[config.mk]
export PLATFORM = sky130hd
export DESIGN_NAME = pst_out_reg
export DESIGN_NICKNAME = d
export VERILOG_FILES = /design/src/design/pst_pkg.sv /design/src/design/pst_out_reg.sv
export SDC_FILE = /design/constraint.sdc
export NUM_CORES = 1
export LEC_CHECK = 0
export BUFFER_PORTS_ARGS = -buffer_cell sky130_fd_sc_hd__buf_4
export CORE_AREA = 2 2 76 85
export CTS_CLUSTER_SIZE = 8
export DETAILED_ROUTE_END_ITERATION = 16
export DIE_AREA = 0 0 78 87
export PLACE_DENSITY = 0.82
export SETUP_SLACK_MARGIN = 0.5
export SYNTH_ARGS = -nofsm -noshare
export SYNTH_HDL_FRONTEND = slang
export SYNTH_SLANG_ARGS = --single-unit
[constraint.sdc]
create_clock -name clk -period 0.8 [get_ports clk]
set_input_delay 0.12 -clock clk [delete_from_list [all_inputs] [get_ports clk]]
set_output_delay 0.12 -clock clk [all_outputs]
set_load 0.01 [all_outputs]
[src/design/pst_pkg.sv]
// ----------------------------------------------------------------------------
// Parabolic SAR tracker package
// Item types, register codes, reset values and fixed widths.
// ----------------------------------------------------------------------------
`default_nettype none

package pst_pkg;

    localparam int PRICE_W = 32;
    localparam int TIME_W  = 32;
    localparam int MS_W    = 42;
    localparam int AF_W    = 16;
    localparam int WARM_W  = 7;
    localparam int CFG_IDX_W  = 8;
    localparam int CFG_DATA_W = 16;

    // Number of bars that only seed the trend; the last of them also emits.
    localparam logic [WARM_W-1:0] WARMUP_BARS = 7'd5;
    localparam logic [WARM_W-1:0] EMIT_FROM   = WARMUP_BARS - 7'd1;

    localparam logic [MS_W-1:0] MS_PER_S = 42'd1000;

    localparam logic [AF_W-1:0] AF_STEP_RESET  = 16'd1311;
    localparam logic [AF_W-1:0] AF_LIMIT_RESET = 16'd13107;

    // Rounding constant for the Q32.16 product: one half.
    localparam logic [48:0] ROUND_HALF = 49'd32768;

    typedef enum logic [CFG_IDX_W-1:0] {
        REG_AF_STEP  = 8'd0,
        REG_AF_LIMIT = 8'd1
    } cfg_reg_t;

    typedef struct packed {
        logic [PRICE_W-1:0] bar_high;
        logic [PRICE_W-1:0] bar_low;
        logic [TIME_W-1:0]  bar_time;
    } bar_t;

    typedef struct packed {
        logic [PRICE_W-1:0] stop_value;
        logic               trend_long;
        logic [MS_W-1:0]    time_ms;
    } result_t;

endpackage

`default_nettype wire

[src/design/pst_out_reg.sv]
// ----------------------------------------------------------------------------
// Result register
// Holds one result item until the downstream side takes it.
// ----------------------------------------------------------------------------
`default_nettype none

module pst_out_reg (
    input  wire logic             clk,
    input  wire logic             rst_n,
    input  wire logic             load,
    input  wire pst_pkg::result_t result,
    input  wire logic             stop_stall,
    output logic                  free,
    output logic                  stop_valid,
    output pst_pkg::result_t      stop_item
);

    logic             vld_reg;
    logic             vld_next;
    pst_pkg::result_t res_reg;

    assign free = !vld_reg || !stop_stall;

    always_comb
    begin
        if (load)
        begin
            vld_next = 1'b1;
        end
        else if (!stop_stall)
        begin
            vld_next = 1'b0;
        end
        else
        begin
            vld_next = vld_reg;
        end
    end

    always_ff @(posedge clk or negedge rst_n)
    begin
        if (!rst_n)
        begin
            vld_reg <= 1'b0;
        end
        else
        begin
            vld_reg <= vld_next;
        end
    end

    always_ff @(posedge clk)
    begin
        if (load)
        begin
            res_reg <= result;
        end
    end

    assign stop_valid = vld_reg;
    assign stop_item  = res_reg;

endmodule

`default_nettype wire

# Yosys cells after proc, flatten, opt, wreduce, memory -nomap -nowiden
# Index checks and enable logic that the tools add are counted.
[word_totals]
ff_bits = 76
inputBits = 79
out_inout_bits = 77
word_cells = 10
[classes]
eq_ne = 1
mux = 2
reduce_logical = 3
[op_table]
columns = ["op", "count"]
rows = [
  ["$logic_not 1->1", 2],
  ["$mux 1", 2],
  ["$ne 2x2->1 const B", 1],
  ["$logic_or 1x1->1", 1],
]

# Logic depth before layout (Yosys ltp)
# Gate-level depths: netlist of run 1.
[depth]
depth_word = 2
mapped_depth = 1

# Worst setup path before layout of run 1
# Ideal clock, no wire load.
[synth_timing]
path_kind = "register to register"
start = "register stop_valid (netlist name)"
end = "register vld_reg (netlist: stop_valid)"
arrival_ns = 0.558
path_slack_ns = 0.124
stages_incl_launch_ff = 2
synth_period_minus_slack_ns = 0.676
path_cell_list = "dfrtp_1 > a21o_1"
[synth_lines]
columns = ["element", "line", "source"]
rows = [
  ["to (signal assigned)", "pst_out_reg.sv:48", "vld_reg <= vld_next;"],
  ["to (decl)", "pst_out_reg.sv:18", "logic vld_reg;"],
]

# Worst setup path after layout of run 1
[layout_timing]
start = "register vld_reg (netlist: stop_valid)"
end = "output port free"
[layout_via]
elab_chain_cells = 2
[layout_lines]
columns = ["element", "line", "source"]
rows = [
  ["$logic_not 1->1", "pst_out_reg.sv:22", "assign free = !vld_reg || !stop_stall;"],
  ["$logic_or 1x1->1", "pst_out_reg.sv:22", ""],
  ["to (decl)", "pst_out_reg.sv:13", "output logic free,"],
]
# No other way between the ends.

==> reports/qor.txt, run 1 <==
# fillers: 344
Final Core Density: 76.2%
Max FO, Critical Path: 3
vias in the first global route: 1,629
Slew Viols, Final: 0
drt total wl: 6120 um
final worst slack: -0.250 ns
# setup viols final: 78
Total GRT Usage: 17.7%
reg-to-reg critical path startpoint: stop_valid
Clk network pwr share: 32.1%
average wire per standard cell: 17.2 um
multi-input gate area in the final layout: 13.8 um2
worst-skew pair later-pin latency: 0.33 ns
failing checks: hold timing, setup timing
Hold Path Cell Cnt: 1
min-delay src: result[14]
ANT cells: 0
Pwr Density: 2050 nW/um2
Iter 0 DRT Violations: 50
core area: 6010 um2
RSZ-0062 raised after global routing: true
GR Util met2: 32.6%
register area: 2280 um2
largest net degree at the start of global routing: 13
CTS root buf: clkbuf_8
CP endpoint kind: output port
proportion of layout cells with a drive suffix above 1: 70.2%
synth unique cells: 4
CTS Buf Count: 9
Slew Limit Headroom: 91.1%
Sink Count: 76
grt total ovfl: 0
Synth area leader: edfxtp_1
post-synthesis cell area: 2290 um2
# IOs: 156
M1 GR Usage: 17.5%
proportion of synthesized chip area in sequential cells: 99.5%
Site Rows: 30
Logic pwr share: 16.1%
routed vias: 1,525
switching portion of total power: 20.5%
DP Worst Slack: 0.0199 ns
mean area per synthesized cell: 29.3 um2
Tightest Pin Transition: 0.134 ns
Reg clk slew, reported paths: 0.08 ns
max cap viols: 0
hold_buf cts: 1
DRC viols: 0
maximum buffer depth of the clock tree: 2
# nets final: 349
DR vias/cell: 4.30
Worst EP required: 0.68 ns
initial antenna violation count: 0
status: complete, but fails checks
final hold violations: 75
Worst Hold Class: in2reg
Pre-antenna DRT Iters: 4
Max Freq: 953 MHz
Sw Pwr: 1.93 mW
Critical Path AT: 0.93 ns
Seq cells post-synth: 76
Worst R2R Setup Slack: -0.02 ns
Final ANT Viol Nets: 0
die width: 78 um
Synth warnings: 0
Internal Power: 7.48 mW
Pwr Total: 9.40 mW
synth top area cells: edfxtp_1 (98%), dfrtp_1 (1.1%), a21o_1 (0.33%)
IO buf count: 155
area delta synth->final: 100%
Seq pwr share: 51.8%
Mapped Nets: 157
post-synthesis cell count: 78
Die Footprint: 6790 um2
Starting Density: 38.1%
Final Cycle Share: 131%
Vert. Die Dim: 87 um
R2R cell count: 2
GPL Wtd Cong: 0.664
final hold slack: -0.0487 ns
Lkg Pwr: 1.94 nW
Yosys top cell area share: 98.4%
grt met3 use: 7.47%
CTS tree: done
first-pass GRT wire length: 8400 um
RR Endpoint: stop_valid
Worst Setup Start Kind: register
clock skew: 0 ns
GRT busiest layer: met2
Worst Hold End: stop_item[14]
H-Tree Depth: 3
Max VDD drop: 1.80 mV
Final min period: 1.05 ns
Setup CP Type: reg2out
## state kept, by name, indices dropped and copies added, names as in the netlist
name / cells
stop_valid: 1
stop_item: 75
## Yosys cell counts, drive strengths merged
cell and instances:
a21o 1, nand2 1, edfxtp 75, dfrtp 1
## layout make-up
class	count	share of cell area, %
Timing Repair Buffer	181	43.3
Clock inverter	6	1.72
Sequential cell	76	49.7
Clock buffer	10	2.79
Multi-Input combinational cell	2	0.301
Tap cell	80	2.19
## worst max path at each step
stage                          start            end  slack (ns)  cells after the start
after floorplan           stop_valid     stop_valid        0.12                      1
after global placement          load  stop_item[58]        0.04                      2
after detailed placement        load  stop_item[60]        0.02                      2
after CTS                 stop_valid           free       -0.26                      2
after global routing      stop_valid           free       -0.29                      2
final                     stop_valid           free       -0.25                      2
## placed cells by master, fill, tap and decap left out, drive strengths merged
cell	Yosys	routed
dfrtp	1	1
edfxtp	75	75
clkbuf	0	10
dlygate4sd3	0	1
a21o	1	1
clkinv	0	3
clkinvlp	0	1
bufinv	0	2
nand2	1	1
buf	0	180
## power groups by stage
stage / registers (mW) / logic (mW) / clock network, mW
after floorplan: 5.07 / 0.00605 / 0
after global placement: 4.88 / 1.02 / 0
after detailed placement: 4.90 / 1.04 / 0
after CTS: 4.84 / 1.43 / 3.08
after global routing: 4.90 / 1.58 / 3.24
final: 4.87 / 1.51 / 3.02
## stage by stage
step	setup TNS, ns	instance area (um2)	instances
after floorplan	0	2290	78
after detailed placement	0	3600	316
final	-13.56	4580	355
after global routing	-16.75	4580	355
after CTS	-14.87	4440	353
after global placement	0	3600	316
## per-layer routing
metal,routed length (um),up-vias
li1,-,704
met1,2060,718
met2,3410,94
met3,534,9
met4,105,0
met5,0,-
## what timing repair did
action,CTS,global route
gates resized for setup,67,30
endpoints found under the setup margin,153,140
hold endpoints to repair,77,76
cloned,11,0
buffers inserted,9,2
pin swaps,1,1
## cell families after synthesis
group	after synthesis	share of synthesized area, %
compound gates	1	0.328
flops	76	99.5
simple gates	1	0.164
## critical path, stage by stage (launching register included)
cell and delay (ns):
dfrtp_1 0.41, nand2_2 0.09, buf_6 0.10
(Power assumes the default switching activity.)
==> inputs of run 2 (changes only) <==
--- a/config.mk
+++ b/config.mk
@@ -6,11 +6,11 @@
 export NUM_CORES = 1
 export LEC_CHECK = 0
 export BUFFER_PORTS_ARGS = -buffer_cell sky130_fd_sc_hd__buf_4
-export CORE_AREA = 2 2 76 85
+export CORE_AREA = 2 2 79 81
 export CTS_CLUSTER_SIZE = 8
 export DETAILED_ROUTE_END_ITERATION = 16
-export DIE_AREA = 0 0 78 87
-export PLACE_DENSITY = 0.82
+export DIE_AREA = 0 0 81 83
+export PLACE_DENSITY = 0.83
 export SETUP_SLACK_MARGIN = 0.5
 export SYNTH_ARGS = -nofsm -noshare
 export SYNTH_HDL_FRONTEND = slang
==> constraint.sdc (replaced) <==
create_clock -name clk -period 0.8 [get_ports clk]
set_input_delay 0.12 -clock clk [delete_from_list [all_inputs] [get_ports clk]]
set_output_delay 0.12 -clock clk [all_outputs]
set_load 0.005 [all_outputs]
==> run 2 against run 1 <==
  * The flow still finishes with violations (hold timing, setup timing)
  * Register-to-register slack improved by 0.14 ns
  * Cell area is 9.2% lower
  * Global-route usage increased by 0.79 points
  * Critical path type unchanged
  * Maximum frequency up 3.3%
  * Die area is 0.93% lower
  * Highest routed layer unchanged
  * Critical endpoint unchanged
  * Largest cell class unchanged
  * Combinational power down 24%
  * Sequential cell count stayed put
==> reports/qor.txt, run 2 (synthesis gave the netlist of run 1 again) <==
final hold slack: -0.0474 ns
setup TNS after final layout: -13.25 ns
average wire per standard cell: 17.5 um
DP Worst Slack: 0.00483 ns
H-Tree Depth: 3
Slew Limit Headroom: 92.1%
# IOs: 156
Vert. Die Dim: 83 um
Die Footprint: 6720 um2
grt total ovfl: 0
most frequent cells in the layout: buf_4 (132), edfxtp_1 (75), buf_6 (26), clkbuf_8 (9), buf_16 (8)
CP max stage delay: 0.40 ns
Worst EP required: 0.68 ns
crit-path cells: nand2_1, buf_4
Reg clk slew, reported paths: 0.08 ns
Sink Count: 76
routed vias: 1,515
worst-skew pair later-pin latency: 0.33 ns
vias in the first global route: 1,617
# nets final: 339
status: complete, but fails checks
proportion of layout cells with a drive suffix above 1: 69.1%
final hold violations: 76
Iter 0 DRT Violations: 75
final worst slack: -0.217 ns
switching portion of total power: 20.5%
Final ANT Viol Nets: 0
Design Area, Final: 4160 um2
Max FO, Critical Path: 3
Pwr Density: 2100 nW/um2
Slew Viols, Final: 0
CP endpoint kind: output port
CTS root buf: clkbuf_8
Final Cycle Share: 127%
drt total wl: 5950 um
area delta synth->final: 81.7%
ANT cells: 0
Total GRT Usage: 18.4%
Worst path top cell family by delay: flip-flops
Final min period: 1.02 ns
largest net degree at the start of global routing: 13
# fillers: 398
max reg flops: 75
Max Freq: 984 MHz
IO buf count: 155
Tightest Pin Transition: 0.118 ns
Starting Density: 39.4%
most common cell after layout, fill and taps aside: buf_4
first-pass GRT wire length: 8630 um
GPL Wtd Cong: 0.680
Worst Hold Class: in2reg
post-DP HPWL: 4200 um
initial antenna violation count: 0
Max VDD drop: 1.33 mV
DRC viols: 0
die width: 81 um
CP bufs+invs: 1
CTS Buf Count: 9
placed cell areas: 3600 um2
Site Rows: 28
clock skew: 0 ns
failing checks: hold timing, setup timing
Seq pwr share: 55.4%
Worst Setup Start Kind: register
CTS tree: done
Lkg Pwr: 1.78 nW
Critical Path AT: 0.90 ns
RSZ-0062 raised after global routing: true
Pre-antenna DRT Iters: 4
DR vias/cell: 4.46
Setup CP Type: reg2out
Logic pwr share: 13.1%
highest-delay cell along the critical path: dfrtp_1
core area: 5820 um2
hold_buf cts: 1
Internal Power: 6.94 mW
max cap viols: 0
Sw Pwr: 1.79 mW
maximum buffer depth of the clock tree: 2
# setup viols final: 77
Clk network pwr share: 31.5%
-- run 2: metrics by stage --
step	hold slack, ns	std cells	util, %	total power, mW
after floorplan	-0.176	78	-	4.94
after global placement	-0.104	312	61.9	5.79
after detailed placement	-0.101	312	61.9	5.84
after CTS	-0.0598	339	70.0	8.72
after global routing	-0.0698	340	71.5	9.09
final	-0.0474	340	71.5	8.73
-- run 2: cell type report --
cell class	instances	area [um2]	share of cell area, %
Multi-Input combinational cell	2	11.3	0.271
Timing Repair Buffer	171	1590	38.3
Clock inverter	6	55.1	1.32
Sequential cell	76	2280	54.8
Clock buffer	10	128	3.07
Tap cell	75	93.8	2.26
-- run 2: final timing paths --
kind / from / to / slack, ns / cells past startpoint
max: stop_valid / free / -0.22 / 2
min: result[67] / stop_item[67] / -0.05 / 1
max reg2reg: stop_valid / stop_valid / 0.12 / 1
min reg2reg: stop_valid / stop_valid / 0.52 / 1
max in group asynchronous: rst_n / stop_valid / 0.63 / 2
min in group asynchronous: rst_n / stop_valid / 0.09 / 2
-- run 2: layer usage --
| layer | track usage, % | routed length [um] |
|---|---|---|
| met1 | 20.9 | 2140 |
| met2 | 30.8 | 3130 |
| met3 | 6.96 | 596 |
| met4 | 7.86 | 80 |
| met5 | 0 | 0 |
-- run 2: repair_timing --
action / CTS / global route
buffers inserted: 4 / 1
setup endpoints to repair: 153 / 144
gates resized for setup: 16 / 21
gates cloned: 6 / 0
hold endpoints to repair: 77 / 76
pin swaps: 2 / 0
-- run 2: power by group through the flow --
stage | registers [mW] | clock network [mW] | logic (mW)
4_1_cts | 4.82 | 2.78 | 1.11
3_5_place_dp | 4.91 | 0 | 0.927
3_3_place_gp | 4.89 | 0 | 0.905
5_1_grt | 4.86 | 3.01 | 1.22
6_report | 4.84 | 2.75 | 1.15
2_1_floorplan | 4.94 | 0 | 0.00470
==> inputs of run 3 (changes only) <==
--- a/config.mk
+++ b/config.mk
@@ -12,6 +12,7 @@
 export DIE_AREA = 0 0 81 83
 export PLACE_DENSITY = 0.83
 export SETUP_SLACK_MARGIN = 0.5
+export SKIP_CTS_REPAIR_TIMING = 1
 export SYNTH_ARGS = -nofsm -noshare
 export SYNTH_HDL_FRONTEND = slang
 export SYNTH_SLANG_ARGS = --single-unit
==> run 3 against run 2 <==
  * Core utilization decreased by 1.4 points
  * Largest power group unchanged
  * Non-clock buffer count down 4
  * The flow still finishes with violations (hold timing, setup timing)
  * Global-route usage shrank 1.7 points
  * Highest routed layer unchanged
  * Via count decreased by 2.8%
==> reports/qor.txt, run 3 (synthesis gave the netlist of run 1 again) <==
Hold Path Cell Cnt: 1
max reg flops: 75
grt met3 use: 6.85%
CTS Buf Count: 9
Max VDD drop: 1.37 mV
Max FO, Critical Path: 3
Worst Hold Class: in2reg
proportion of layout cells with a drive suffix above 1: 68.6%
Iter 0 DRT Violations: 89
core area: 5820 um2
Pwr Density: 2120 nW/um2
post-DP HPWL: 4200 um
status: complete, but fails checks
setup TNS after final layout: -13.37 ns
maximum buffer depth of the clock tree: 2
final hold slack: -0.0513 ns
crit path from: stop_valid
largest net degree at the start of global routing: 33
final hold violations: 76
area delta synth->final: 78.1%
# IOs: 156
Final Cycle Share: 128%
initial antenna violation count: 0
most frequent cells in the layout: buf_4 (132), edfxtp_1 (75), buf_6 (23), clkbuf_8 (9), clkbuf_16 (5)
vias in the first global route: 1,539
DP Worst Slack: 0.00483 ns
drt total wl: 5920 um
Final Core Density: 70.1%
Sink Count: 76
Worst EP required: 0.68 ns
Starting Density: 39.4%
Final min period: 1.02 ns
Total GRT Usage: 16.8%
CP endpoint kind: output port
IO buf count: 155
GPL Wtd Cong: 0.680
Final ANT Viol Nets: 0
DRC viols: 0
Die Footprint: 6720 um2
DR vias/cell: 4.38
grt total ovfl: 0
GRT busiest layer: met2
H-Tree Depth: 3
R2R cell count: 1
RSZ-0062 raised after global routing: true
Setup CP Type: reg2out
Site Rows: 28
CTS tree: done
Reg clk slew, reported paths: 0.08 ns
min-delay src: result[67]
CTS root buf: clkbuf_8
# nets final: 335
average wire per standard cell: 17.6 um
Max Freq: 978 MHz
die width: 81 um
Critical Path AT: 0.90 ns
first-pass GRT wire length: 7960 um
max cap viols: 0
failing checks: hold timing, setup timing
most common cell after layout, fill and taps aside: buf_4
Vert. Die Dim: 83 um
Worst Setup Start Kind: register
M1 GR Usage: 18.8%
# setup viols final: 77
Pre-antenna DRT Iters: 4
Slew Limit Headroom: 92.3%
Slew Viols, Final: 0
Tightest Pin Transition: 0.115 ns
clock skew: 0 ns
GR Util met2: 27.4%
Lkg Pwr: 1.74 nW
worst-skew pair later-pin latency: 0.34 ns
final worst slack: -0.222 ns
routed vias: 1,473
ANT cells: 0
reg-to-reg critical path startpoint: stop_valid
[run 3: cell count changes in the layout (fill, tap and decap cells not counted), sizes merged]
| cell | previous run | this run |
|---|---|---|
| clkbuf | 10 | 15 |
| buf | 170 | 161 |
[run 3: worst paths after layout]
kind,slack [ns],endpoint
worst min-delay path,-0.05,stop_item[67]
worst max-delay path,-0.22,free
worst min register to register,0.52,stop_valid
min in group asynchronous,0.09,stop_valid
worst max register to register,0.12,stop_valid
max in group asynchronous,0.63,stop_valid
[run 3: area by class of cell]
| cell class | count | area, um2 |
|---|---|---|
| Clock buffer | 10 | 128 |
| Timing Repair Buffer | 167 | 1510 |
| Sequential cell | 76 | 2280 |
| Tap cell | 75 | 93.8 |
| Fill cell | 412 | 1740 |
| Clock inverter | 6 | 55.1 |
| Multi-Input combinational cell | 2 | 11.3 |
[run 3: through the flow]
| step | total power [mW] | area, um2 | instances |
|---|---|---|---|
| floorplan | 4.94 | 2290 | 78 |
| global placement | 5.79 | 3600 | 312 |
| detailed placement | 5.84 | 3600 | 312 |
| CTS | 8.53 | 3780 | 328 |
| global route | 9.01 | 4080 | 336 |
| finish | 8.65 | 4080 | 336 |
[run 3: metal layers]
metal / wire, um / vias to the layer above / share of wire (%)
met3: 576 / 10 / 9.7
met5: 0 / - / 0
met2: 3030 / 96 / 51
li1: - / 675 / -
met4: 112 / 0 / 1.9
met1: 2210 / 692 / 37
[run 3: report_power, final]
group	total (mW)	internal [mW]	leakage (nW)	switching, mW
sequential	4.84	4.72	0.745	0.112
clock	2.73	1.41	0.0911	1.32
combinational	1.08	0.756	0.906	0.329
total	8.65	6.89	1.74	1.76
[run 3: worst max-delay path: stages, from the launching register on]
cell and delay [ns]:
dfrtp_1 0.40, nand2_1 0.06, buf_4 0.10
