$ cat src/design/pst_pkg.sv
// ----------------------------------------------------------------------------
// Parabolic SAR tracker package
// Item types, register codes, reset values and fixed widths.
// ----------------------------------------------------------------------------
`default_nettype none

package pst_pkg;

    localparam int PRICE_W = 32;
    localparam int TIME_W  = 32;
    localparam int MS_W    = 42;
    localparam int AF_W    = 16;
    localparam int WARM_W  = 7;
    localparam int CFG_IDX_W  = 8;
    localparam int CFG_DATA_W = 16;

    // Number of bars that only seed the trend; the last of them also emits.
    localparam logic [WARM_W-1:0] WARMUP_BARS = 7'd5;
    localparam logic [WARM_W-1:0] EMIT_FROM   = WARMUP_BARS - 7'd1;

    localparam logic [MS_W-1:0] MS_PER_S = 42'd1000;

    localparam logic [AF_W-1:0] AF_STEP_RESET  = 16'd1311;
    localparam logic [AF_W-1:0] AF_LIMIT_RESET = 16'd13107;

    // Rounding constant for the Q32.16 product: one half.
    localparam logic [48:0] ROUND_HALF = 49'd32768;

    typedef enum logic [CFG_IDX_W-1:0] {
        REG_AF_STEP  = 8'd0,
        REG_AF_LIMIT = 8'd1
    } cfg_reg_t;

    typedef struct packed {
        logic [PRICE_W-1:0] bar_high;
        logic [PRICE_W-1:0] bar_low;
        logic [TIME_W-1:0]  bar_time;
    } bar_t;

    typedef struct packed {
        logic [PRICE_W-1:0] stop_value;
        logic               trend_long;
        logic [MS_W-1:0]    time_ms;
    } result_t;

endpackage

`default_nettype wire

$ cat src/design/pst_in_reg.sv
// ----------------------------------------------------------------------------
// Input register
// Holds one accepted bar until the core consumes it.
// ----------------------------------------------------------------------------
`default_nettype none

module pst_in_reg (
    input  wire logic          clk,
    input  wire logic          rst_n,
    input  wire logic          bar_valid,
    input  wire pst_pkg::bar_t bar_item,
    input  wire logic          consume,
    output logic               bar_stall,
    output logic               held_valid,
    output pst_pkg::bar_t      held_bar
);

    logic          vld_reg;
    logic          vld_next;
    pst_pkg::bar_t bar_reg;
    logic          accept;

    // The register is free when empty or when its item leaves this cycle.
    assign bar_stall = vld_reg && !consume;
    assign accept    = bar_valid && !bar_stall;

    always_comb
    begin
        if (accept)
        begin
            vld_next = 1'b1;
        end
        else if (consume)
        begin
            vld_next = 1'b0;
        end
        else
        begin
            vld_next = vld_reg;
        end
    end

    always_ff @(posedge clk or negedge rst_n)
    begin
        if (!rst_n)
        begin
            vld_reg <= 1'b0;
        end
        else
        begin
            vld_reg <= vld_next;
        end
    end

    always_ff @(posedge clk)
    begin
        if (accept)
        begin
            bar_reg <= bar_item;
        end
    end

    assign held_valid = vld_reg;
    assign held_bar   = bar_reg;

endmodule

`default_nettype wire

$ cat config.mk
export PLATFORM = sky130hd
export DESIGN_NAME = pst_in_reg
export DESIGN_NICKNAME = d
export VERILOG_FILES = /design/src/design/pst_pkg.sv /design/src/design/pst_in_reg.sv
export SDC_FILE = /design/constraint.sdc
export NUM_CORES = 1
export LEC_CHECK = 0
export BUFFER_PORTS_ARGS = -buffer_cell sky130_fd_sc_hd__buf_2
export CORE_UTILIZATION = 30
export DETAILED_ROUTE_END_ITERATION = 8
export SYNTH_ARGS = -nofsm -noshare
export SYNTH_HDL_FRONTEND = slang
export SYNTH_SLANG_ARGS = --single-unit
export TNS_END_PERCENT = 30
$ cat constraint.sdc
create_clock -name clk -period 1.85 [get_ports clk]
set_input_delay 0.0925 -clock clk [delete_from_list [all_inputs] [get_ports clk]]
set_output_delay 0.0925 -clock clk [all_outputs]
set_load 0.05 [all_outputs]
---- Word-level counts from Yosys, hierarchy flattened ----
Cells that the tools add are included.
word-level totals
  register bits after elaboration ......... 97
  output and inout port bits .............. 98
cells by class
  mux-type cells .......................... 2
  reductions and logical operators ........ 5
operators by type and width
  operator            number
  logical AND 1 bit   2
  logical NOT 1 bit   2
  two-way mux 1 bit   2
  nonzero test 2 bit  1

---- Logic depth before layout (Yosys ltp) ----
Gate-level depths: netlist of the first run.
  word-level depth ........................ 5
  mapped depth ............................ 2
  gate-level depth less buffers ........... 2

---- Worst setup path after synthesis of the first run ----
OpenSTA, ideal clock, no wires.
  path type ............................... reg2reg
  start point ............................. register vld_reg, in the netlist held_valid
  end point ............................... register bar_reg, in the netlist held_bar[0], enable pin
  cell stages (with the launch flop) ...... 3
  library setup time ...................... 0.388 ns
  buffers on the path ..................... 0
  arrival ................................. 1.487 ns
  slack ................................... -0.025 ns
  cells stage by stage .................... dfrtp_1 > nand2b_4 > and2_4
on the way
  word-level cells in the longest chain between the ends .. 3
ends and longest elaborated chain
  element                   line              text
  start: declaration        pst_in_reg.sv:18  logic vld_reg;
  start signal: assignment  pst_in_reg.sv:51  vld_reg <= vld_next;
  logical AND 1 bit         pst_in_reg.sv:24  assign bar_stall = vld_reg && !consume;
  logical NOT 1 bit         pst_in_reg.sv:25  assign accept = bar_valid && !bar_stall;
  logical AND 1 bit         pst_in_reg.sv:25
  net accept                pst_in_reg.sv:21  logic accept;
  end signal: assignment    pst_in_reg.sv:59  bar_reg <= bar_item;
  end: declaration          pst_in_reg.sv:20  pst_pkg::bar_t bar_reg;
The timed path passes the listed nets, and every way through them passes these cells.
A chain may end at the register's enable or synchronous reset.

---- Worst setup path after layout of the first run ----
  start point ............................. register vld_reg, in the netlist held_valid
  end point ............................... register bar_reg, in the netlist held_bar[77], enable pin
The elaborated chain is that of the path after synthesis.

==> flow_results.xml, run 1 <==
<?xml version="1.0" encoding="UTF-8"?>
<metrics>
  <group name="outcome">
    <metric name="status" unit="">complete, no violations</metric>
  </group>
  <group name="worst_setup_path">
    <metric name="cp-startpoint" unit="">held_valid</metric>
    <metric name="critPathArrivalTime" unit="ns">1.30</metric>
    <metric name="cp.required" unit="ns">1.89</metric>
    <metric name="cpLargestDelayFamily" unit="">flip-flops</metric>
    <metric name="slowest_stage" unit="">dfrtp_2</metric>
    <metric name="crit_chain" unit="">nand2b_4 &gt; and2_4 &gt; buf_12</metric>
    <metric name="worst_setup_path_end_kind" unit="">register</metric>
    <metric name="critical_path.n_buffers_inverters" unit="">1</metric>
    <metric name="crit_path_max_incr_delay" unit="ns">0.43</metric>
    <metric name="setup.worst_path.start_class" unit="">register</metric>
    <metric name="largest_driver_fanout_on_the_critical_path" unit="">49</metric>
    <metric name="startpoint_to_endpoint_class_of_the_critical_path" unit="">reg -&gt; reg</metric>
    <metric name="reg2reg_from" unit="">held_valid</metric>
  </group>
  <group name="flow_run">
    <metric name="max_cap_check_violation_count" unit="">0</metric>
  </group>
  <group name="cells_and_area">
    <metric name="syn_to_final_growth" unit="%">80.9</metric>
    <metric name="multi_input_area" unit="µm²">28.8</metric>
    <metric name="final_layout_size_suffix_gt1_share" unit="%">52.4</metric>
    <metric name="layout_filler_cell_count" unit="">732</metric>
    <metric name="finalNonFillerCells" unit="">543</metric>
    <metric name="final_cell_mix" unit="">buf_2 (197), dlygate4sd3_1 (99), edfxtp_1 (96)</metric>
    <metric name="final_design_area_no_fill" unit="µm²">5320</metric>
    <metric name="ant_cells" unit="">0</metric>
    <metric name="mostFrequentLayoutCell" unit="">buf_2</metric>
    <metric name="finish.net_count" unit="">510</metric>
    <metric name="area.sequential" unit="µm²">2910</metric>
  </group>
  <group name="synth">
    <metric name="syn_nets" unit="">201</metric>
    <metric name="post_synth_num_cell_types" unit="">6</metric>
    <metric name="yosysWarnings" unit="">0</metric>
    <metric name="synth_cells" unit="">101</metric>
    <metric name="yosys_register_bits" unit="">97</metric>
    <metric name="synthesis.area" unit="µm²">2940</metric>
    <metric name="syn_area_per_cell" unit="µm²">29.1</metric>
    <metric name="yosysSeqAreaShare" unit="%">98.9</metric>
  </group>
  <group name="floorplanning">
    <metric name="die_w" unit="µm">101</metric>
    <metric name="core-area" unit="µm²">9370</metric>
    <metric name="i_o_pins" unit="">198</metric>
    <metric name="die-area" unit="µm²">10200</metric>
    <metric name="initial_utilization" unit="%">31.4</metric>
    <metric name="die_h" unit="µm">101</metric>
    <metric name="rows" unit="">35</metric>
  </group>
  <group name="grt">
    <metric name="largest_net_degree_at_the_start_of_global_routing" unit="">50</metric>
    <metric name="use_met3" unit="%">5.83</metric>
    <metric name="first_pass_grt_wire_length" unit="mm">11.2</metric>
    <metric name="first_global_vias" unit="">2325</metric>
    <metric name="groute.usage.overall" unit="%">15.3</metric>
    <metric name="antenna_found_initial" unit="">0</metric>
    <metric name="grt_util_met1" unit="%">15.0</metric>
    <metric name="grt-busiest-layer" unit="">met2</metric>
    <metric name="gr-usage-met2" unit="%">27.2</metric>
    <metric name="grt-ovfl-total" unit="">0</metric>
  </group>
  <group name="sta">
    <metric name="max_slew.worst_pin.slew" unit="ns">0.277</metric>
    <metric name="relSlewSlack" unit="%">81.7</metric>
    <metric name="achievable-frequency" unit="GHz">0.789</metric>
    <metric name="fin_skew" unit="ns">0.00570</metric>
    <metric name="setup_repair_after_global_routing_missed_its_margin" unit="">no</metric>
    <metric name="timing.final.hold_violations" unit="">0</metric>
    <metric name="tns" unit="ns">0</metric>
    <metric name="number_of_failing_setup_endpoints_in_the_final_timing_report" unit="">0</metric>
    <metric name="finalCritPeriodShare" unit="%">68.5</metric>
    <metric name="timing.final.crit_period" unit="ns">1.27</metric>
    <metric name="report.final.slew_viol_count" unit="">0</metric>
  </group>
  <group name="clocking">
    <metric name="clock_transition_at_the_registers_of_the_reported_paths" unit="ns">0.09</metric>
    <metric name="postCtsResizedCells" unit="">0</metric>
    <metric name="ctsRootBufferMaster" unit="">clkbuf_8</metric>
    <metric name="tritoncts" unit="">built</metric>
    <metric name="tritoncts.num_buffers" unit="">9</metric>
    <metric name="clk_latency" unit="ns">0.35</metric>
    <metric name="htreeDepth" unit="">3</metric>
    <metric name="sinks_on_the_clock_net" unit="">97</metric>
    <metric name="cts.path.max_buffers" unit="">2</metric>
  </group>
  <group name="route">
    <metric name="finalWirelength" unit="mm">7.74</metric>
    <metric name="count_of_antenna_violating_nets_left_after_detailed_routing" unit="">0</metric>
    <metric name="detailedRoute.firstIterationViolations" unit="">50</metric>
    <metric name="num_vias" unit="">2151</metric>
    <metric name="vias_per_cell" unit="">3.96</metric>
    <metric name="drcViolationCount" unit="">0</metric>
    <metric name="initial_drt_pass_iterations" unit="">4</metric>
    <metric name="route.detailed.wl_per_inst" unit="µm">14.3</metric>
  </group>
  <group name="pwr">
    <metric name="power.leakage" unit="µW">0.00225</metric>
    <metric name="power.density" unit="nW/µm²">911</metric>
    <metric name="ir_worst_vdd" unit="mV">0.496</metric>
  </group>
  <group name="placed_design">
    <metric name="placement.cell_area" unit="µm²">4130</metric>
    <metric name="dp.cells" unit="">429</metric>
    <metric name="place.port_buffers" unit="">197</metric>
    <metric name="gp_congestion" unit="">0.695</metric>
  </group>
  <group name="hold_path">
    <metric name="hold_crit_path_type" unit="">in -&gt; async</metric>
  </group>
</metrics>
-- final timing paths --
| path | end | slack, ns | depth (start not counted) |
|---|---|---|---|
| worst max register to register | held_bar[77] | 0.58 | 3 |
| worst min-delay path | held_valid | 0.09 | 2 |
| max in group asynchronous | held_valid | 1.67 | 2 |
| worst min register to register | held_bar[80] | 0.99 | 3 |
| worst max-delay path | held_bar[77] | 0.58 | 3 |
| min in group clk | held_bar[48] | 0.44 | 2 |
-- metal layers --
layer	vias to the layer above	part of all wire, %
met5	-	0
met4	0	3.4
met3	23	8.6
met2	125	53
met1	982	35
li1	1021	-
-- synthesized netlist by cell type --
cell type	count	share of area [%]
nand2b_1	1	0.21
dfrtp_1	1	0.85
edfxtp_1	96	98
nand2b_4	1	0.47
inv_1	1	0.13
and2_4	1	0.30
-- kinds of logic after synthesis --
logic type    after synthesis  synth area share (%)
simple gates                3                 0.979
flops                      97                  98.9
buf+inv                     1                 0.128
-- sequential cells by signal (all words and copies together) (netlist names) --
| signal | flops |
|---|---|
| held_bar | 96 |
| held_valid | 1 |
-- metrics by stage --
step	power, µW	util (%)	hold WS, ns	setup WS (ns)
after floorplan	3100	-	-0.203	0.0849
after global placement	3330	44.1	-0.131	0.617
after detailed placement	3340	44.1	-0.132	0.603
after CTS	4890	56.8	0.0429	0.590
after global routing	5020	56.8	0.0489	0.533
final	4850	56.8	0.0893	0.583
-- cell type report --
class,instances,share of cell area [%]
inverter,1,0.0706
sequential,97,54.7
tap,129,3.03
multi-input combinational,3,0.541
clock inverter,6,1.43
timing repair buffer,298,37.9
clock buffer,9,2.33
-- power by group --
part	switching, µW	leakage, µW	internal, µW
clock network	748	0.0000958	641
registers	29.0	0.000924	2560
logic	570	0.00123	300
total	1350	0.00225	3500
-- repair_timing --
action	CTS	global route
endpoints found under the hold margin	98	0
setup buffers	0	0
setup endpoints to repair	0	0
hold buffers	99	0
No activity file was read; power rests on OpenSTA's default activity.
==> run 2: changes to the inputs <==
--- a/config.mk
+++ b/config.mk
@@ -5,6 +5,7 @@
 export SDC_FILE = /design/constraint.sdc
 export NUM_CORES = 1
 export LEC_CHECK = 0
+export ABC_AREA = 1
 export BUFFER_PORTS_ARGS = -buffer_cell sky130_fd_sc_hd__buf_2
 export CORE_UTILIZATION = 30
 export DETAILED_ROUTE_END_ITERATION = 8
==> constraint.sdc (replaced) <==
create_clock -name clk -period 1.3 [get_ports clk]
set_input_delay 0.065 -clock clk [delete_from_list [all_inputs] [get_ports clk]]
set_output_delay 0.065 -clock clk [all_outputs]
set_load 0.05 [all_outputs]
==> run 2 against run 1 <==
The run now ends with negative setup slack left. Synthesized area unchanged. Register-to-register slack lost 0.59 ns. First-iteration DRC count decreased by 6.0%. Die area is the same. Combinational power grew 44%. Global-route usage rose by 1.7 points. Routed wire length increased by 11%. Critical path depth decreased by 1. Highest routed layer is now met5.
==> flow_results.xml, run 2 <==
<?xml version="1.0" encoding="UTF-8"?>
<metrics>
  <group name="pwr">
    <metric name="ir_worst_vdd" unit="mV">0.939</metric>
    <metric name="power.internal" unit="µW">4810</metric>
    <metric name="clkPwrFrac" unit="%">27.4</metric>
    <metric name="power.leakage" unit="µW">0.00226</metric>
    <metric name="switching_power" unit="µW">2000</metric>
    <metric name="seqPwrFrac" unit="%">54.2</metric>
    <metric name="power.density" unit="nW/µm²">1280</metric>
    <metric name="p_sw_share" unit="%">29.4</metric>
    <metric name="comb_power_share" unit="%">18.4</metric>
  </group>
  <group name="sta">
    <metric name="setup_repair_after_global_routing_missed_its_margin" unit="">yes</metric>
    <metric name="achievable-frequency" unit="GHz">0.763</metric>
    <metric name="relSlewSlack" unit="%">81.5</metric>
    <metric name="timing.final.hold_violations" unit="">0</metric>
    <metric name="fin_skew" unit="ns">0.0125</metric>
    <metric name="number_of_failing_setup_endpoints_in_the_final_timing_report" unit="">13</metric>
    <metric name="report.final.slew_viol_count" unit="">0</metric>
    <metric name="setup_slack" unit="ns">-0.0101</metric>
    <metric name="finalCritPeriodShare" unit="%">101</metric>
    <metric name="timing.final.crit_period" unit="ns">1.31</metric>
    <metric name="max_slew.worst_pin.slew" unit="ns">0.279</metric>
  </group>
  <group name="synth">
    <metric name="post_synth_num_cell_types" unit="">7</metric>
    <metric name="yosys_register_bits" unit="">97</metric>
    <metric name="post-synth-top-area-cell" unit="">edfxtp_1</metric>
    <metric name="synth_edf_count" unit="">96</metric>
    <metric name="synth_largest_type_area_fraction" unit="%">98.0</metric>
    <metric name="syn_nets" unit="">203</metric>
    <metric name="synth_cells" unit="">103</metric>
    <metric name="synthMostInstantiatedCell" unit="">edfxtp_1</metric>
    <metric name="synth_top_cells_by_area" unit="">edfxtp_1 (98%), dfrtp_1 (0.85%), a21oi_2 (0.30%), o21ai_2 (0.30%), inv_1 (0.26%)</metric>
    <metric name="synth_flop_cell" unit="">edfxtp_1</metric>
    <metric name="yosysWarnings" unit="">0</metric>
    <metric name="synthesis.area" unit="µm²">2940</metric>
    <metric name="yosysSeqAreaShare" unit="%">98.9</metric>
    <metric name="syn_area_per_cell" unit="µm²">28.5</metric>
    <metric name="synth.cells.most_frequent" unit="">edfxtp_1 (96), inv_1 (2)</metric>
    <metric name="fraction_of_registers_with_async_set_reset" unit="%">1.03</metric>
  </group>
  <group name="floorplanning">
    <metric name="initial_utilization" unit="%">31.4</metric>
    <metric name="die_h" unit="µm">101</metric>
    <metric name="die_w" unit="µm">101</metric>
    <metric name="i_o_pins" unit="">198</metric>
    <metric name="rows" unit="">35</metric>
    <metric name="core-area" unit="µm²">9370</metric>
    <metric name="die-area" unit="µm²">10200</metric>
  </group>
  <group name="grt">
    <metric name="largest_net_degree_at_the_start_of_global_routing" unit="">48</metric>
    <metric name="first_pass_grt_wire_length" unit="mm">12.3</metric>
    <metric name="gr-usage-met2" unit="%">32.3</metric>
    <metric name="first_global_vias" unit="">2524</metric>
    <metric name="grt_util_met1" unit="%">16.5</metric>
    <metric name="grt-busiest-layer" unit="">met2</metric>
    <metric name="antenna_found_initial" unit="">2</metric>
    <metric name="groute.usage.overall" unit="%">16.9</metric>
    <metric name="grt-ovfl-total" unit="">0</metric>
    <metric name="use_met3" unit="%">6.87</metric>
  </group>
  <group name="route">
    <metric name="count_of_antenna_violating_nets_left_after_detailed_routing" unit="">0</metric>
    <metric name="initial_drt_pass_iterations" unit="">4</metric>
    <metric name="detailedRoute.firstIterationViolations" unit="">47</metric>
    <metric name="vias_per_cell" unit="">4.06</metric>
    <metric name="drcViolationCount" unit="">0</metric>
    <metric name="finalWirelength" unit="mm">8.59</metric>
    <metric name="route.detailed.wl_per_inst" unit="µm">15.7</metric>
    <metric name="num_vias" unit="">2223</metric>
  </group>
  <group name="worst_setup_path">
    <metric name="cp.required" unit="ns">1.34</metric>
    <metric name="crit_path_max_incr_delay" unit="ns">0.45</metric>
    <metric name="setup.worst_path.start_class" unit="">register</metric>
    <metric name="cp-startpoint" unit="">held_valid</metric>
    <metric name="worst_setup_path_end_kind" unit="">register</metric>
    <metric name="largest_driver_fanout_on_the_critical_path" unit="">47</metric>
    <metric name="crit_chain" unit="">a21oi_4 &gt; buf_12</metric>
    <metric name="cpLargestDelayFamily" unit="">flip-flops</metric>
    <metric name="critPathArrivalTime" unit="ns">1.35</metric>
    <metric name="critical_path.n_buffers_inverters" unit="">1</metric>
    <metric name="reg2reg_from" unit="">held_valid</metric>
    <metric name="slowest_stage" unit="">dfrtp_2</metric>
    <metric name="startpoint_to_endpoint_class_of_the_critical_path" unit="">reg -&gt; reg</metric>
  </group>
  <group name="cells_and_area">
    <metric name="final_cell_mix" unit="">buf_2 (196), dlygate4sd3_1 (99), edfxtp_1 (96)</metric>
    <metric name="final_design_utilization" unit="%">56.8</metric>
    <metric name="finish.net_count" unit="">513</metric>
    <metric name="finalNonFillerCells" unit="">548</metric>
    <metric name="flip_flop_count_of_the_largest_register_after_layout" unit="">96</metric>
    <metric name="syn_to_final_growth" unit="%">81.1</metric>
    <metric name="final_layout_size_suffix_gt1_share" unit="%">52.6</metric>
    <metric name="layout_filler_cell_count" unit="">726</metric>
    <metric name="mostFrequentLayoutCell" unit="">buf_2</metric>
  </group>
  <group name="placed_design">
    <metric name="place.port_buffers" unit="">197</metric>
    <metric name="dp.cells" unit="">432</metric>
    <metric name="gp_congestion" unit="">0.695</metric>
    <metric name="dp_hpwl" unit="mm">5.22</metric>
  </group>
  <group name="clocking">
    <metric name="htreeDepth" unit="">3</metric>
    <metric name="clock_transition_at_the_registers_of_the_reported_paths" unit="ns">0.10</metric>
    <metric name="tritoncts" unit="">built</metric>
    <metric name="sinks_on_the_clock_net" unit="">97</metric>
    <metric name="clk_latency" unit="ns">0.36</metric>
    <metric name="cts.path.max_buffers" unit="">2</metric>
    <metric name="ctsRootBufferMaster" unit="">clkbuf_8</metric>
    <metric name="tritoncts.num_buffers" unit="">9</metric>
  </group>
  <group name="outcome">
    <metric name="violations_in_the_final_reports" unit="">negative setup slack</metric>
    <metric name="status" unit="">complete, but fails checks</metric>
  </group>
  <group name="flow_run">
    <metric name="max_cap_check_violation_count" unit="">0</metric>
  </group>
  <group name="hold_path">
    <metric name="hold_crit_path_type" unit="">in -&gt; async</metric>
  </group>
</metrics>
==> run 2: cell count changes after synthesis, sizes merged <==
cell	before	now
inv	1	3
nand2b	2	0
a21oi	0	1
and2	1	0
nor2	0	1
o21ai	0	1
==> run 2: worst register-to-register path, cell delays in order, from the launching register on <==
cell,delay [ns]
dfrtp_2,0.45
a21oi_4,0.23
buf_12,0.29
==> run 2: routing by layer <==
layer,vias up,routed length [µm]
met1,1065,3070
met2,113,4750
met5,-,13
met3,15,674
li1,1028,-
met4,2,87
==> run 2: power by group through the flow <==
stage | Sequential, µW | Combinational [µW] | Clock, µW
global placement | 3750 | 997 | 0
finish | 3690 | 1250 | 1860
floorplan | 4350 | 71.9 | 0
detailed placement | 3750 | 1010 | 0
global route | 3700 | 1300 | 2030
CTS | 3680 | 1240 | 1920
==> run 2: cells by family (layout without fill, tap and decap cells) <==
family | Yosys count | count (layout) | synth area share (%)
flip-flops | 97 | 97 | 98.9
buffers and inverters | 3 | 318 | 0.383
AO/OA/AOI/OAI | 2 | 2 | 0.596
other | 0 | 1 | 0
AND/OR/NAND/NOR | 1 | 1 | 0.128
==> run 2: path summary, 6_finish.rpt <==
path,end,slack [ns],cells past startpoint
worst max-delay path,held_bar[82],-0.01,2
worst min-delay path,held_valid,0.05,2
worst max register to register,held_bar[82],-0.01,2
worst min register to register,held_bar[28],0.88,2
max in group asynchronous,held_valid,1.16,2
min in group clk,held_bar[28],0.36,4
==> run 2: cell type report <==
class | instances | area (µm²) | share of cell area [%]
sequential | 97 | 2910 | 54.6
tap | 129 | 161 | 3.03
clock inverter | 7 | 62.6 | 1.17
clock buffer | 9 | 124 | 2.33
multi-input combinational | 3 | 28.8 | 0.540
antenna | 1 | 2.50 | 0.0470
timing repair buffer | 299 | 2030 | 38.1
inverter | 3 | 11.3 | 0.211
==> run 2: metrics by stage <==
stage          setup WS, ns  cell area (µm²)  hold slack (ns)  TNS, ns  power, µW
6_report            -0.0101             5330           0.0482  -0.0814       6800
5_1_grt             -0.0346             5330           0.0644   -0.875       7040
4_1_cts              0.0118             5320           0.0135        0       6850
3_5_place_dp         0.0318             4140           -0.157        0       4760
3_3_place_gp         0.0582             4140           -0.158        0       4740
2_1_floorplan         -1.32             2950           -0.231  -126.57       4420
==> run 2: what timing repair did <==
| item | 4_1_cts | 5_1_grt |
|---|---|---|
| setup buffers | 0 | 0 |
| setup endpoints to repair | 0 | 49 |
| endpoints found under the hold margin | 98 | 0 |
| hold buffers | 99 | 0 |
| resized for setup | 0 | 2 |
